--- config.mk ---
export PLATFORM = sky130hd
export DESIGN_NAME = periodic_job_timer_table
export DESIGN_NICKNAME = d
export VERILOG_FILES = /design/src/design/pjt_pkg.sv /design/src/design/pjt_ram.sv /design/src/design/pjt_out_reg.sv /design/src/design/periodic_job_timer_table.sv
export SDC_FILE = /design/constraint.sdc
export NUM_CORES = 2
export LEC_CHECK = 0
export BUFFER_PORTS_ARGS = -buffer_cell sky130_fd_sc_hd__buf_2
export CORE_MARGIN = 2
export CORE_UTILIZATION = 55
export DETAILED_ROUTE_END_ITERATION = 16
export GPL_TIMING_DRIVEN = 0
export PLACE_DENSITY = 0.84
export SYNTH_ARGS = -nofsm -noshare
export SYNTH_HDL_FRONTEND = slang
export SYNTH_SLANG_ARGS = --single-unit
--- constraint.sdc ---
create_clock -name clk -period 14.8 [get_ports clk]
set_clock_uncertainty 0.1 [all_clocks]
set_input_delay 0.74 -clock clk [delete_from_list [all_inputs] [get_ports clk]]
set_output_delay 0.74 -clock clk [all_outputs]
set_load 0.01 [all_outputs]
--- src/design/pjt_pkg.sv ---
// Shared types and codes for the periodic job timer table.
package pjt_pkg;

    localparam int NUM_JOBS_DEF = 16;

    // request actions
    localparam logic [2:0] ACT_TICK     = 3'd0;
    localparam logic [2:0] ACT_CREATE   = 3'd1;
    localparam logic [2:0] ACT_SET_ST   = 3'd2;
    localparam logic [2:0] ACT_SET_IVL  = 3'd3;
    localparam logic [2:0] ACT_SET_ITER = 3'd4;
    localparam logic [2:0] ACT_REMOVE   = 3'd5;
    localparam logic [2:0] ACT_QUERY    = 3'd6;
    localparam logic [2:0] ACT_NOP      = 3'd7;

    // result kinds
    localparam logic [2:0] KIND_FIRED   = 3'd0;
    localparam logic [2:0] KIND_REMOVED = 3'd1;
    localparam logic [2:0] KIND_WAKE    = 3'd2;
    localparam logic [2:0] KIND_REPLY   = 3'd3;
    localparam logic [2:0] KIND_ERROR   = 3'd4;

    // job status
    localparam logic [1:0] ST_SUSP = 2'd0;
    localparam logic [1:0] ST_WAIT = 2'd1;
    localparam logic [1:0] ST_EXP  = 2'd2;
    localparam logic [1:0] ST_ALT  = 2'd3;

    // error codes
    localparam logic [1:0] ERR_NONE  = 2'd0;
    localparam logic [1:0] ERR_FULL  = 2'd1;
    localparam logic [1:0] ERR_EMPTY = 2'd2;

    typedef struct packed {
        logic [1:0]         status;
        logic signed [31:0] time_left;
        logic [30:0]        period;
        logic [30:0]        runs_left;
    } entry_t;

    localparam int ENTRY_W = $bits(entry_t);

    typedef struct packed {
        logic [2:0]         kind;
        logic [3:0]         job_slot;
        logic signed [31:0] remaining_ms;
        logic [1:0]         job_status;
        logic [30:0]        iterations_left;
        logic               expired_now;
        logic               wake_valid;
        logic [1:0]         error_code;
        logic               last;
    } result_t;

endpackage

--- src/design/pjt_ram.sv ---
// Generic single-write, single-read RAM with registered read data.
module pjt_ram #(
    parameter int WIDTH = 8,
    parameter int DEPTH = 16,
    parameter int AW    = (DEPTH > 1) ? $clog2(DEPTH) : 1
) (
    input  logic             clk,
    input  logic             we,
    input  logic [AW-1:0]    waddr,
    input  logic [WIDTH-1:0] wdata,
    input  logic             re,
    input  logic [AW-1:0]    raddr,
    output logic [WIDTH-1:0] rdata
);

    logic [WIDTH-1:0] mem [DEPTH];
    logic [WIDTH-1:0] rdata_reg;

    always_ff @(posedge clk)
    begin
        if (we)
        begin
            mem[waddr] <= wdata;
        end
        if (re)
        begin
            rdata_reg <= mem[raddr];
        end
    end

    assign rdata = rdata_reg;

endmodule

--- src/design/pjt_out_reg.sv ---
// Output result register: holds one result until the receiver takes it.
module pjt_out_reg (
    input  logic             clk,
    input  logic             rst_n,
    input  logic             push,
    input  pjt_pkg::result_t res,
    input  logic             out_stall,
    output logic             out_valid,
    output logic             free,
    output pjt_pkg::result_t res_out
);

    logic             valid_reg;
    logic             valid_next;
    pjt_pkg::result_t res_reg;

    // slot is free when empty or being drained this cycle
    assign free = !valid_reg || !out_stall;

    always_comb
    begin
        valid_next = valid_reg;
        if (push)
        begin
            valid_next = 1'b1;
        end
        else if (!out_stall)
        begin
            valid_next = 1'b0;
        end
    end

    always_ff @(posedge clk or negedge rst_n)
    begin
        if (!rst_n)
        begin
            valid_reg <= 1'b0;
        end
        else
        begin
            valid_reg <= valid_next;
        end
    end

    always_ff @(posedge clk)
    begin
        if (push)
        begin
            res_reg <= res;
        end
    end

    assign out_valid = valid_reg;
    assign res_out   = res_reg;

    a_push_free: assert property (@(posedge clk) disable iff (!rst_n)
        push |-> free)
        else $error("result pushed over an untaken result");

    a_wake_last: assert property (@(posedge clk) disable iff (!rst_n)
        (valid_reg && res_reg.kind == pjt_pkg::KIND_WAKE) |-> res_reg.last)
        else $error("wake result not marked last");

    a_hold: assert property (@(posedge clk) disable iff (!rst_n)
        (valid_reg && out_stall) |=> (valid_reg && $stable(res_reg)))
        else $error("stalled result changed");

endmodule

--- src/design/periodic_job_timer_table.sv ---
// Top level of the periodic job timer table: control sequencer around the job RAM.
//
// Usage:
//   Input channel (in_valid / in_stall) carries one request: a tick, a create,
//   a set of status, interval or iterations, a remove or a query. Output channel
//   (out_valid / out_stall) carries result items; the final one of a request has
//   last set. Action 7 is taken and dropped with no result.
//   All job fields live in one RAM (status, remaining time, period, iterations),
//   one entry per slot; only the slot-used bits are flip-flops.
//   Tick: the sequencer walks every slot (RAM read, then saturating subtract,
//   then fire decision and write-back while the next slot is read), and then
//   emits the next-wake result.
//   Single-slot requests do a RAM read, then update and reply.
//   Results pass through a one-deep output register, so a new request is taken
//   while the last result still waits. A stall holds the sequencer at the step
//   that needs to emit; nothing is lost or repeated.
//   Reset clears all slot-used bits at once and empties the output register;
//   RAM contents are written by create before they are used.
module periodic_job_timer_table #(
    parameter int NUM_JOBS = pjt_pkg::NUM_JOBS_DEF
) (
    input  logic               clk,
    input  logic               rst_n,
    input  logic               in_valid,
    output logic               in_stall,
    input  logic [2:0]         action,
    input  logic [3:0]         slot,
    input  logic [30:0]        delta_ms,
    input  logic [30:0]        interval_ms,
    input  logic [30:0]        iteration_count,
    input  logic [1:0]         new_status,
    output logic               out_valid,
    input  logic               out_stall,
    output logic [2:0]         kind,
    output logic [3:0]         job_slot,
    output logic signed [31:0] remaining_ms,
    output logic [1:0]         job_status,
    output logic [30:0]        iterations_left,
    output logic               expired_now,
    output logic               wake_valid,
    output logic [1:0]         error_code,
    output logic               last
);

    localparam int AW = (NUM_JOBS > 1) ? $clog2(NUM_JOBS) : 1;
    localparam logic [AW-1:0] LAST_IDX = AW'(NUM_JOBS - 1);

    typedef enum logic [4:0] {
        S_IDLE = 5'b00001,
        S_ONE  = 5'b00010,
        S_SUB  = 5'b00100,
        S_UPD  = 5'b01000,
        S_WAKE = 5'b10000
    } state_t;

    state_t                 state_reg, state_next;
    logic [AW-1:0]          idx_reg, idx_next;
    logic [NUM_JOBS-1:0]    used_reg, used_next;
    logic                   have_reg, have_next;
    logic [31:0]            best_reg, best_next;
    logic signed [31:0]     t_reg, t_next;
    pjt_pkg::entry_t        ent_reg, ent_next;

    // latched request
    logic [2:0]             act_reg;
    logic [3:0]             slot_reg;
    logic [30:0]            delta_reg;
    logic [30:0]            ivl_reg;
    logic [30:0]            cnt_reg;
    logic [1:0]             ns_reg;

    // RAM port signals
    logic                   ram_we, ram_re;
    logic [AW-1:0]          ram_waddr, ram_raddr;
    pjt_pkg::entry_t        ram_wdata, rd_ent;
    logic [pjt_pkg::ENTRY_W-1:0] ram_rdata;

    // output register
    logic                   push, out_free;
    pjt_pkg::result_t       res, res_q;

    logic                   accept;
    logic [AW-1:0]          free_idx;
    logic                   free_found;
    logic [AW-1:0]          sidx;
    logic                   slot_ok;
    logic signed [32:0]     diff;
    logic signed [31:0]     sat_t;
    logic [30:0]            runs_dec;

    assign in_stall = (state_reg != S_IDLE);
    assign accept   = in_valid && !in_stall;
    assign rd_ent   = pjt_pkg::entry_t'(ram_rdata);
    assign sidx     = AW'(slot_reg);
    assign slot_ok  = (32'(slot_reg) < 32'(NUM_JOBS)) && used_reg[sidx];

    // lowest free slot
    always_comb
    begin
        free_idx   = '0;
        free_found = 1'b0;
        for (int i = NUM_JOBS - 1; i >= 0; i--)
        begin
            if (!used_reg[i])
            begin
                free_idx   = AW'(i);
                free_found = 1'b1;
            end
        end
    end

    // saturating subtract of the elapsed time; suspended jobs keep their time
    assign diff  = {rd_ent.time_left[31], rd_ent.time_left} - {2'b00, delta_reg};
    assign sat_t = (rd_ent.status == pjt_pkg::ST_SUSP) ? rd_ent.time_left :
                   (diff[32] != diff[31]) ? 32'sh8000_0000 : diff[31:0];

    assign runs_dec = (ent_reg.runs_left != '0) ? ent_reg.runs_left - 31'd1
                                                : ent_reg.runs_left;

    always_comb
    begin
        logic             fire;
        logic             gone;
        logic             emit;
        logic             cand;
        logic [31:0]      cand_v;
        pjt_pkg::entry_t  upd;

        state_next = state_reg;
        idx_next   = idx_reg;
        used_next  = used_reg;
        have_next  = have_reg;
        best_next  = best_reg;
        t_next     = t_reg;
        ent_next   = ent_reg;
        ram_re     = 1'b0;
        ram_raddr  = idx_reg;
        ram_we     = 1'b0;
        ram_waddr  = idx_reg;
        ram_wdata  = ent_reg;
        push       = 1'b0;
        res        = '0;
        fire       = 1'b0;
        gone       = 1'b0;
        emit       = 1'b0;
        cand       = 1'b0;
        cand_v     = '0;
        upd        = ent_reg;

        case (state_reg)
            S_IDLE:
            begin
                if (accept)
                begin
                    if (action == pjt_pkg::ACT_TICK)
                    begin
                        ram_re     = 1'b1;
                        ram_raddr  = '0;
                        idx_next   = '0;
                        have_next  = 1'b0;
                        best_next  = '0;
                        state_next = S_SUB;
                    end
                    else if (action != pjt_pkg::ACT_NOP)
                    begin
                        ram_re     = 1'b1;
                        ram_raddr  = AW'(slot);
                        state_next = S_ONE;
                    end
                end
            end

            S_SUB:
            begin
                ent_next   = rd_ent;
                t_next     = sat_t;
                state_next = S_UPD;
            end

            S_UPD:
            begin
                upd.time_left = t_reg;
                if (used_reg[idx_reg])
                begin
                    if (ent_reg.status == pjt_pkg::ST_WAIT &&
                        (t_reg[31] || t_reg == '0))
                    begin
                        fire           = 1'b1;
                        gone           = (ent_reg.runs_left == 31'd1);
                        upd.time_left  = {1'b0, ent_reg.period};
                        upd.runs_left  = runs_dec;
                        upd.status     = gone ? pjt_pkg::ST_EXP : pjt_pkg::ST_WAIT;
                        emit           = 1'b1;
                        cand           = !gone;
                        cand_v         = {1'b0, ent_reg.period};
                    end
                    else if (ent_reg.status == pjt_pkg::ST_EXP)
                    begin
                        emit = 1'b1;
                    end
                    else if (ent_reg.status == pjt_pkg::ST_WAIT)
                    begin
                        cand   = 1'b1;
                        cand_v = t_reg[31] ? 32'd0 : t_reg;
                    end
                end
                res.kind            = fire ? pjt_pkg::KIND_FIRED : pjt_pkg::KIND_REMOVED;
                res.job_slot        = 4'(idx_reg);
                res.remaining_ms    = upd.time_left;
                res.job_status      = upd.status;
                res.iterations_left = upd.runs_left;
                res.expired_now     = gone;
                if (!emit || out_free)
                begin
                    push = emit;
                    if (used_reg[idx_reg] && ent_reg.status != pjt_pkg::ST_EXP)
                    begin
                        ram_we    = 1'b1;
                        ram_wdata = upd;
                    end
                    if (gone || (used_reg[idx_reg] && ent_reg.status == pjt_pkg::ST_EXP))
                    begin
                        used_next[idx_reg] = 1'b0;
                    end
                    if (cand && (!have_reg || cand_v < best_reg))
                    begin
                        best_next = cand_v;
                    end
                    if (cand)
                    begin
                        have_next = 1'b1;
                    end
                    if (idx_reg == LAST_IDX)
                    begin
                        state_next = S_WAKE;
                    end
                    else
                    begin
                        idx_next   = idx_reg + 1'b1;
                        ram_re     = 1'b1;
                        ram_raddr  = idx_reg + 1'b1;
                        state_next = S_SUB;
                    end
                end
            end

            S_WAKE:
            begin
                res.kind         = pjt_pkg::KIND_WAKE;
                res.remaining_ms = best_reg;
                res.wake_valid   = have_reg;
                res.last         = 1'b1;
                if (out_free)
                begin
                    push       = 1'b1;
                    state_next = S_IDLE;
                end
            end

            S_ONE:
            begin
                res.last = 1'b1;
                upd      = rd_ent;
                if (act_reg == pjt_pkg::ACT_CREATE)
                begin
                    if (free_found)
                    begin
                        upd.status    = pjt_pkg::ST_WAIT;
                        upd.time_left = '0;
                        upd.period    = ivl_reg;
                        upd.runs_left = cnt_reg;
                        res.kind      = pjt_pkg::KIND_REPLY;
                        res.job_slot  = 4'(free_idx);
                        ram_waddr     = free_idx;
                        ram_we        = out_free;
                        if (out_free)
                        begin
                            used_next[free_idx] = 1'b1;
                        end
                    end
                    else
                    begin
                        res.kind       = pjt_pkg::KIND_ERROR;
                        res.error_code = pjt_pkg::ERR_FULL;
                    end
                end
                else if (!slot_ok)
                begin
                    res.kind       = pjt_pkg::KIND_ERROR;
                    res.job_slot   = slot_reg;
                    res.error_code = pjt_pkg::ERR_EMPTY;
                end
                else
                begin
                    res.job_slot = slot_reg;
                    ram_waddr    = sidx;
                    case (act_reg)
                        pjt_pkg::ACT_REMOVE:
                        begin
                            res.kind = pjt_pkg::KIND_REMOVED;
                            if (out_free)
                            begin
                                used_next[sidx] = 1'b0;
                            end
                        end
                        pjt_pkg::ACT_SET_ST:
                        begin
                            res.kind   = pjt_pkg::KIND_REPLY;
                            upd.status = (ns_reg == pjt_pkg::ST_ALT) ? pjt_pkg::ST_WAIT
                                                                     : ns_reg;
                            ram_we     = out_free;
                        end
                        pjt_pkg::ACT_SET_IVL:
                        begin
                            res.kind   = pjt_pkg::KIND_REPLY;
                            upd.period = ivl_reg;
                            ram_we     = out_free;
                        end
                        pjt_pkg::ACT_SET_ITER:
                        begin
                            res.kind      = pjt_pkg::KIND_REPLY;
                            upd.runs_left = cnt_reg;
                            ram_we        = out_free;
                        end
                        default:
                        begin
                            res.kind = pjt_pkg::KIND_REPLY;
                        end
                    endcase
                end
                if (res.kind != pjt_pkg::KIND_ERROR)
                begin
                    res.remaining_ms    = upd.time_left;
                    res.job_status      = upd.status;
                    res.iterations_left = upd.runs_left;
                end
                ram_wdata = upd;
                if (out_free)
                begin
                    push       = 1'b1;
                    state_next = S_IDLE;
                end
            end

            default:
            begin
                state_next = S_IDLE;
            end
        endcase
    end

    always_ff @(posedge clk or negedge rst_n)
    begin
        if (!rst_n)
        begin
            state_reg <= S_IDLE;
            idx_reg   <= '0;
            used_reg  <= '0;
            have_reg  <= 1'b0;
            best_reg  <= '0;
        end
        else
        begin
            state_reg <= state_next;
            idx_reg   <= idx_next;
            used_reg  <= used_next;
            have_reg  <= have_next;
            best_reg  <= best_next;
        end
    end

    always_ff @(posedge clk)
    begin
        t_reg   <= t_next;
        ent_reg <= ent_next;
        if (accept)
        begin
            act_reg   <= action;
            slot_reg  <= slot;
            delta_reg <= delta_ms;
            ivl_reg   <= interval_ms;
            cnt_reg   <= iteration_count;
            ns_reg    <= new_status;
        end
    end

    pjt_ram #(
        .WIDTH (pjt_pkg::ENTRY_W),
        .DEPTH (NUM_JOBS),
        .AW    (AW)
    ) u_job_ram (
        .clk   (clk),
        .we    (ram_we),
        .waddr (ram_waddr),
        .wdata (ram_wdata),
        .re    (ram_re),
        .raddr (ram_raddr),
        .rdata (ram_rdata)
    );

    pjt_out_reg u_out_reg (
        .clk       (clk),
        .rst_n     (rst_n),
        .push      (push),
        .res       (res),
        .out_stall (out_stall),
        .out_valid (out_valid),
        .free      (out_free),
        .res_out   (res_q)
    );

    assign kind            = res_q.kind;
    assign job_slot        = res_q.job_slot;
    assign remaining_ms    = res_q.remaining_ms;
    assign job_status      = res_q.job_status;
    assign iterations_left = res_q.iterations_left;
    assign expired_now     = res_q.expired_now;
    assign wake_valid      = res_q.wake_valid;
    assign error_code      = res_q.error_code;
    assign last            = res_q.last;

    a_idle_used: assert property (@(posedge clk) disable iff (!rst_n)
        (state_reg == S_IDLE) |=> (used_reg == $past(used_reg)))
        else $error("slot-used bits changed while idle");

    a_we_state: assert property (@(posedge clk) disable iff (!rst_n)
        ram_we |-> (state_reg == S_ONE || state_reg == S_UPD))
        else $error("RAM written outside an update step");

    a_walk: assert property (@(posedge clk) disable iff (!rst_n)
        (state_reg == S_UPD && ram_re) |=>
            (state_reg == S_SUB && idx_reg == $past(idx_reg) + 1'b1))
        else $error("tick walk skipped a slot");

endmodule

==> impl_metrics.yaml <==
yosys:
  ys.warnings.count: 0
  synthDominantAreaCellType: "sky130_fd_sc_hd__edfxtp_1"
  synthesis.area_per_instance_sq_um: 13.49
  yosys.area.top_type_share: 0.7038
  register_area_share_after_synthesis: 0.7214
  distinct_cell_type_count_after_synthesis: 85
  synth-edff-count: 1939
  netlist_top_cells_area: "sky130_fd_sc_hd__edfxtp_1 70%, sky130_fd_sc_hd__nand2_1 6.1%, sky130_fd_sc_hd__nand3_1 5.4%"
  syn_area_sq_um: 82730
  syn-instance-count: 6134
  post_syn_nets: 6310
  synth_async_sr_flop_share: 0.02904
  synth-seq-cells: 1997
  postSynth.topFlopCell: "sky130_fd_sc_hd__edfxtp_1"
die:
  fp-row-count: 142
  start_util: 0.5530
  placeableCoreArea_sq_um: 149600
  fp.dieW_um: 391.8
  num_io_pins: 185
  die_h_um: 391.8
  fp.dieArea_sq_um: 153500
route:
  topRoutingLayerUsed: "met5"
  drt_first_iter_violations: 10087
  drc: 0
  via_count: 57975
  number_of_routed_nets_with_antenna_violations: 0
  detail_route.wl_per_cell_um: 27.94
  detail_route.vias_per_cell: 6.503
  detailroute.wirelength.met2_um: 112500
  route.layer.met1.wl_um: 85230
  drt_first_pass_iters: 12
  finalWirelength_um: 249100
  dr_wl_met3_um: 36040
layout:
  area_delta_synth_final_pct: 15.23
  drive_gt1_frac: 0.1225
  largest_register_ffs: 1536
  most-common-layout-cells: "1939 x sky130_fd_sc_hd__edfxtp_1, 1344 x sky130_fd_sc_hd__nand2_1, 892 x sky130_fd_sc_hd__nand3_1"
  final_net_count: 6907
  mostFrequentLayoutCell: "sky130_fd_sc_hd__edfxtp_1"
  final_area_sq_um: 95330
power_and_ir_drop:
  power.net_switching_w: 0.006788
  peakVddDrop_v: 0.0001355
  portion_of_total_power_attributed_to_the_clock_network: 0.272
  power.leakage_nw: 33.38
  pwr-share-seq: 0.390
  power.density_cell_area_nw_per_um2: 190.8
  total_power_w: 0.01819
  power_report.internal_total_w: 0.01140
  switching_share: 0.3732
  pwr-share-comb: 0.339
sta:
  final_period_minus_worst_setup_slack_ps: 6867
  finalHoldViolations: 0
  setup-violations-final: 0
  post-route-period-util: 0.4640
  setup_total_negative_slack_ps: 0
  maxSlewViolCount: 45
  fmaxAchievable_ghz: 0.1456
  worst_slew_margin_rel: -0.06026
  rsz0062_at_grt: "false"
  tightest_slew_ps: 1583
clocking:
  cts_htree_levels: 4
  cts_made_buffers: 192
  clk_pin_slew_ps: 60
  post_cts.repair.setup_buffers: 0
  cts_hold_repair.buffers: 98
  cts.path.max_buffers: 3
  numClockSinks: 1997
  clock_tree_from_tritoncts: "done"
  cts_repair_resize_count: 0
  clock-root-buffer: "sky130_fd_sc_hd__clkbuf_16"
  clk_latency_ps: 860
global_route:
  grt_first_pass_wirelength_um: 359900
  grt_pass1_vias: 56468
  pin_count_of_the_biggest_net_entering_global_routing: 81
  antenna_violations_before_repair: 16
  grt.total_usage: 0.3194
  globalRoute.totalOverflow: 0
setup_path:
  setup.worst_path.start: "t_reg[24]"
  rrSetupSlack_ps: 7930
  crit_chain: "nor4_1, nand2_1, o41ai_4, a21oi_1, nor3_2, or3_1, clkbuf_1, nor2_1, nor2_1, buf_2, a22oi_1, o21ai_1"
  crit_path_max_incr_delay_ps: 910
  timing.critical_path.max_delay_family: "simple AND/OR/NAND/NOR gates"
  crit_path_max_fanout: 16
  crit_path_arrival_time_ps: 7200
  setup.worst_path.start_class: "flop"
  cp_slowest_cell: "sky130_fd_sc_hd__o41ai_4"
  cpMostUsedCell: "sky130_fd_sc_hd__nor2_1"
  critical_path_required_ps: 15140
  setup.worst_path.end_class: "flop"
  critPathBufInv: 2
  critical_path_class: "reg -> reg"
  worstReg2RegStart: "t_reg[24]"
placement:
  dpl-instance-area_sq_um: 87920
  io_port_bufs: 184
  gp_congestion: 0.9751
  dp_hpwl_um: 168800
worst_hold_path:
  hold_start: "interval_ms[2]"
  worst_hold_path_type: "in -> reg"
run_status:
  run_status: "finished with violations"
  violations: "max-capacitance violations, max-slew violations"
run:
  maxCapViolCount: 3
-- stage by stage --
step	utilization	cells	hold WS (ps)	setup slack, ps
after global placement	0.5760	8334	328.5	-6839
after detailed placement	0.5877	8443	331.6	8246
after floorplan	-	6134	325.7	962.3
after CTS	0.6361	8888	59.20	8180
after global routing	0.6370	8901	60.59	8090
final	0.6372	8915	81.02	7933
-- area by class of cell --
cell class | count | area [sq um]
Sequential cell | 1997 | 59680
Fill cell | 10002 | 54270
Multi-Input combinational cell | 3685 | 21160
Clock buffer | 226 | 4942
Timing Repair Buffer | 403 | 3576
Tap cell | 2016 | 2522
Buffer | 370 | 1784
Clock inverter | 121 | 1316
Inverter | 82 | 312.8
Antenna cell | 15 | 37.54
-- kinds of logic after synthesis --
family / Yosys count / share of synthesized area
simple gates: 2492 / 0.1318
flops: 1997 / 0.7214
fa+ha+maj: 70 / 0.01068
buf+inv: 452 / 0.02527
mux: 396 / 0.04929
xor+xnor: 57 / 0.006035
compound gates: 670 / 0.05551
-- path summary, 6_finish.rpt --
kind | endpoint | cells past startpoint
max in group asynchronous | best_reg[4] | 2
worst max-delay path | u_job_ram.mem[8][81] | 12
worst min register to register | ent_reg[42] | 0
worst max register to register | u_job_ram.mem[8][81] | 12
worst min-delay path | ivl_reg[2] | 1
min in group asynchronous | used_reg[12] | 2
-- power by group through the flow --
stage / combinational [W] / sequential (W) / clock [W]
2_1_floorplan: 0.00364 / 0.00709 / 0
3_3_place_gp: 0.00548 / 0.00724 / 0
3_5_place_dp: 0.00580 / 0.00719 / 0
4_1_cts: 0.00592 / 0.00708 / 0.00493
5_1_grt: 0.00644 / 0.00710 / 0.00514
6_report: 0.00616 / 0.00709 / 0.00494
-- routing by layer --
| layer | global-route usage | up-vias |
|---|---|---|
| met4 | 0.1728 | 18 |
| met5 | 0 | - |
| met3 | 0.09048 | 911 |
| met1 | 0.4105 | 27796 |
| li1 | - | 24158 |
| met2 | 0.4935 | 5092 |
-- cell usage after synthesis, drive strengths merged, types with 34 or more instances --
cell type,count
edfxtp,1939
dfrtp,57
a32oi,97
nand3,892
o22ai,35
inv,82
mux2i,386
a22o,55
ha,69
a22oi,64
nor2,94
xnor2,34
a21oi,100
clkbuf,138
buf,232
o21ai,170
nand2,1345
Note: power is estimated with default switching activity, not from simulation.
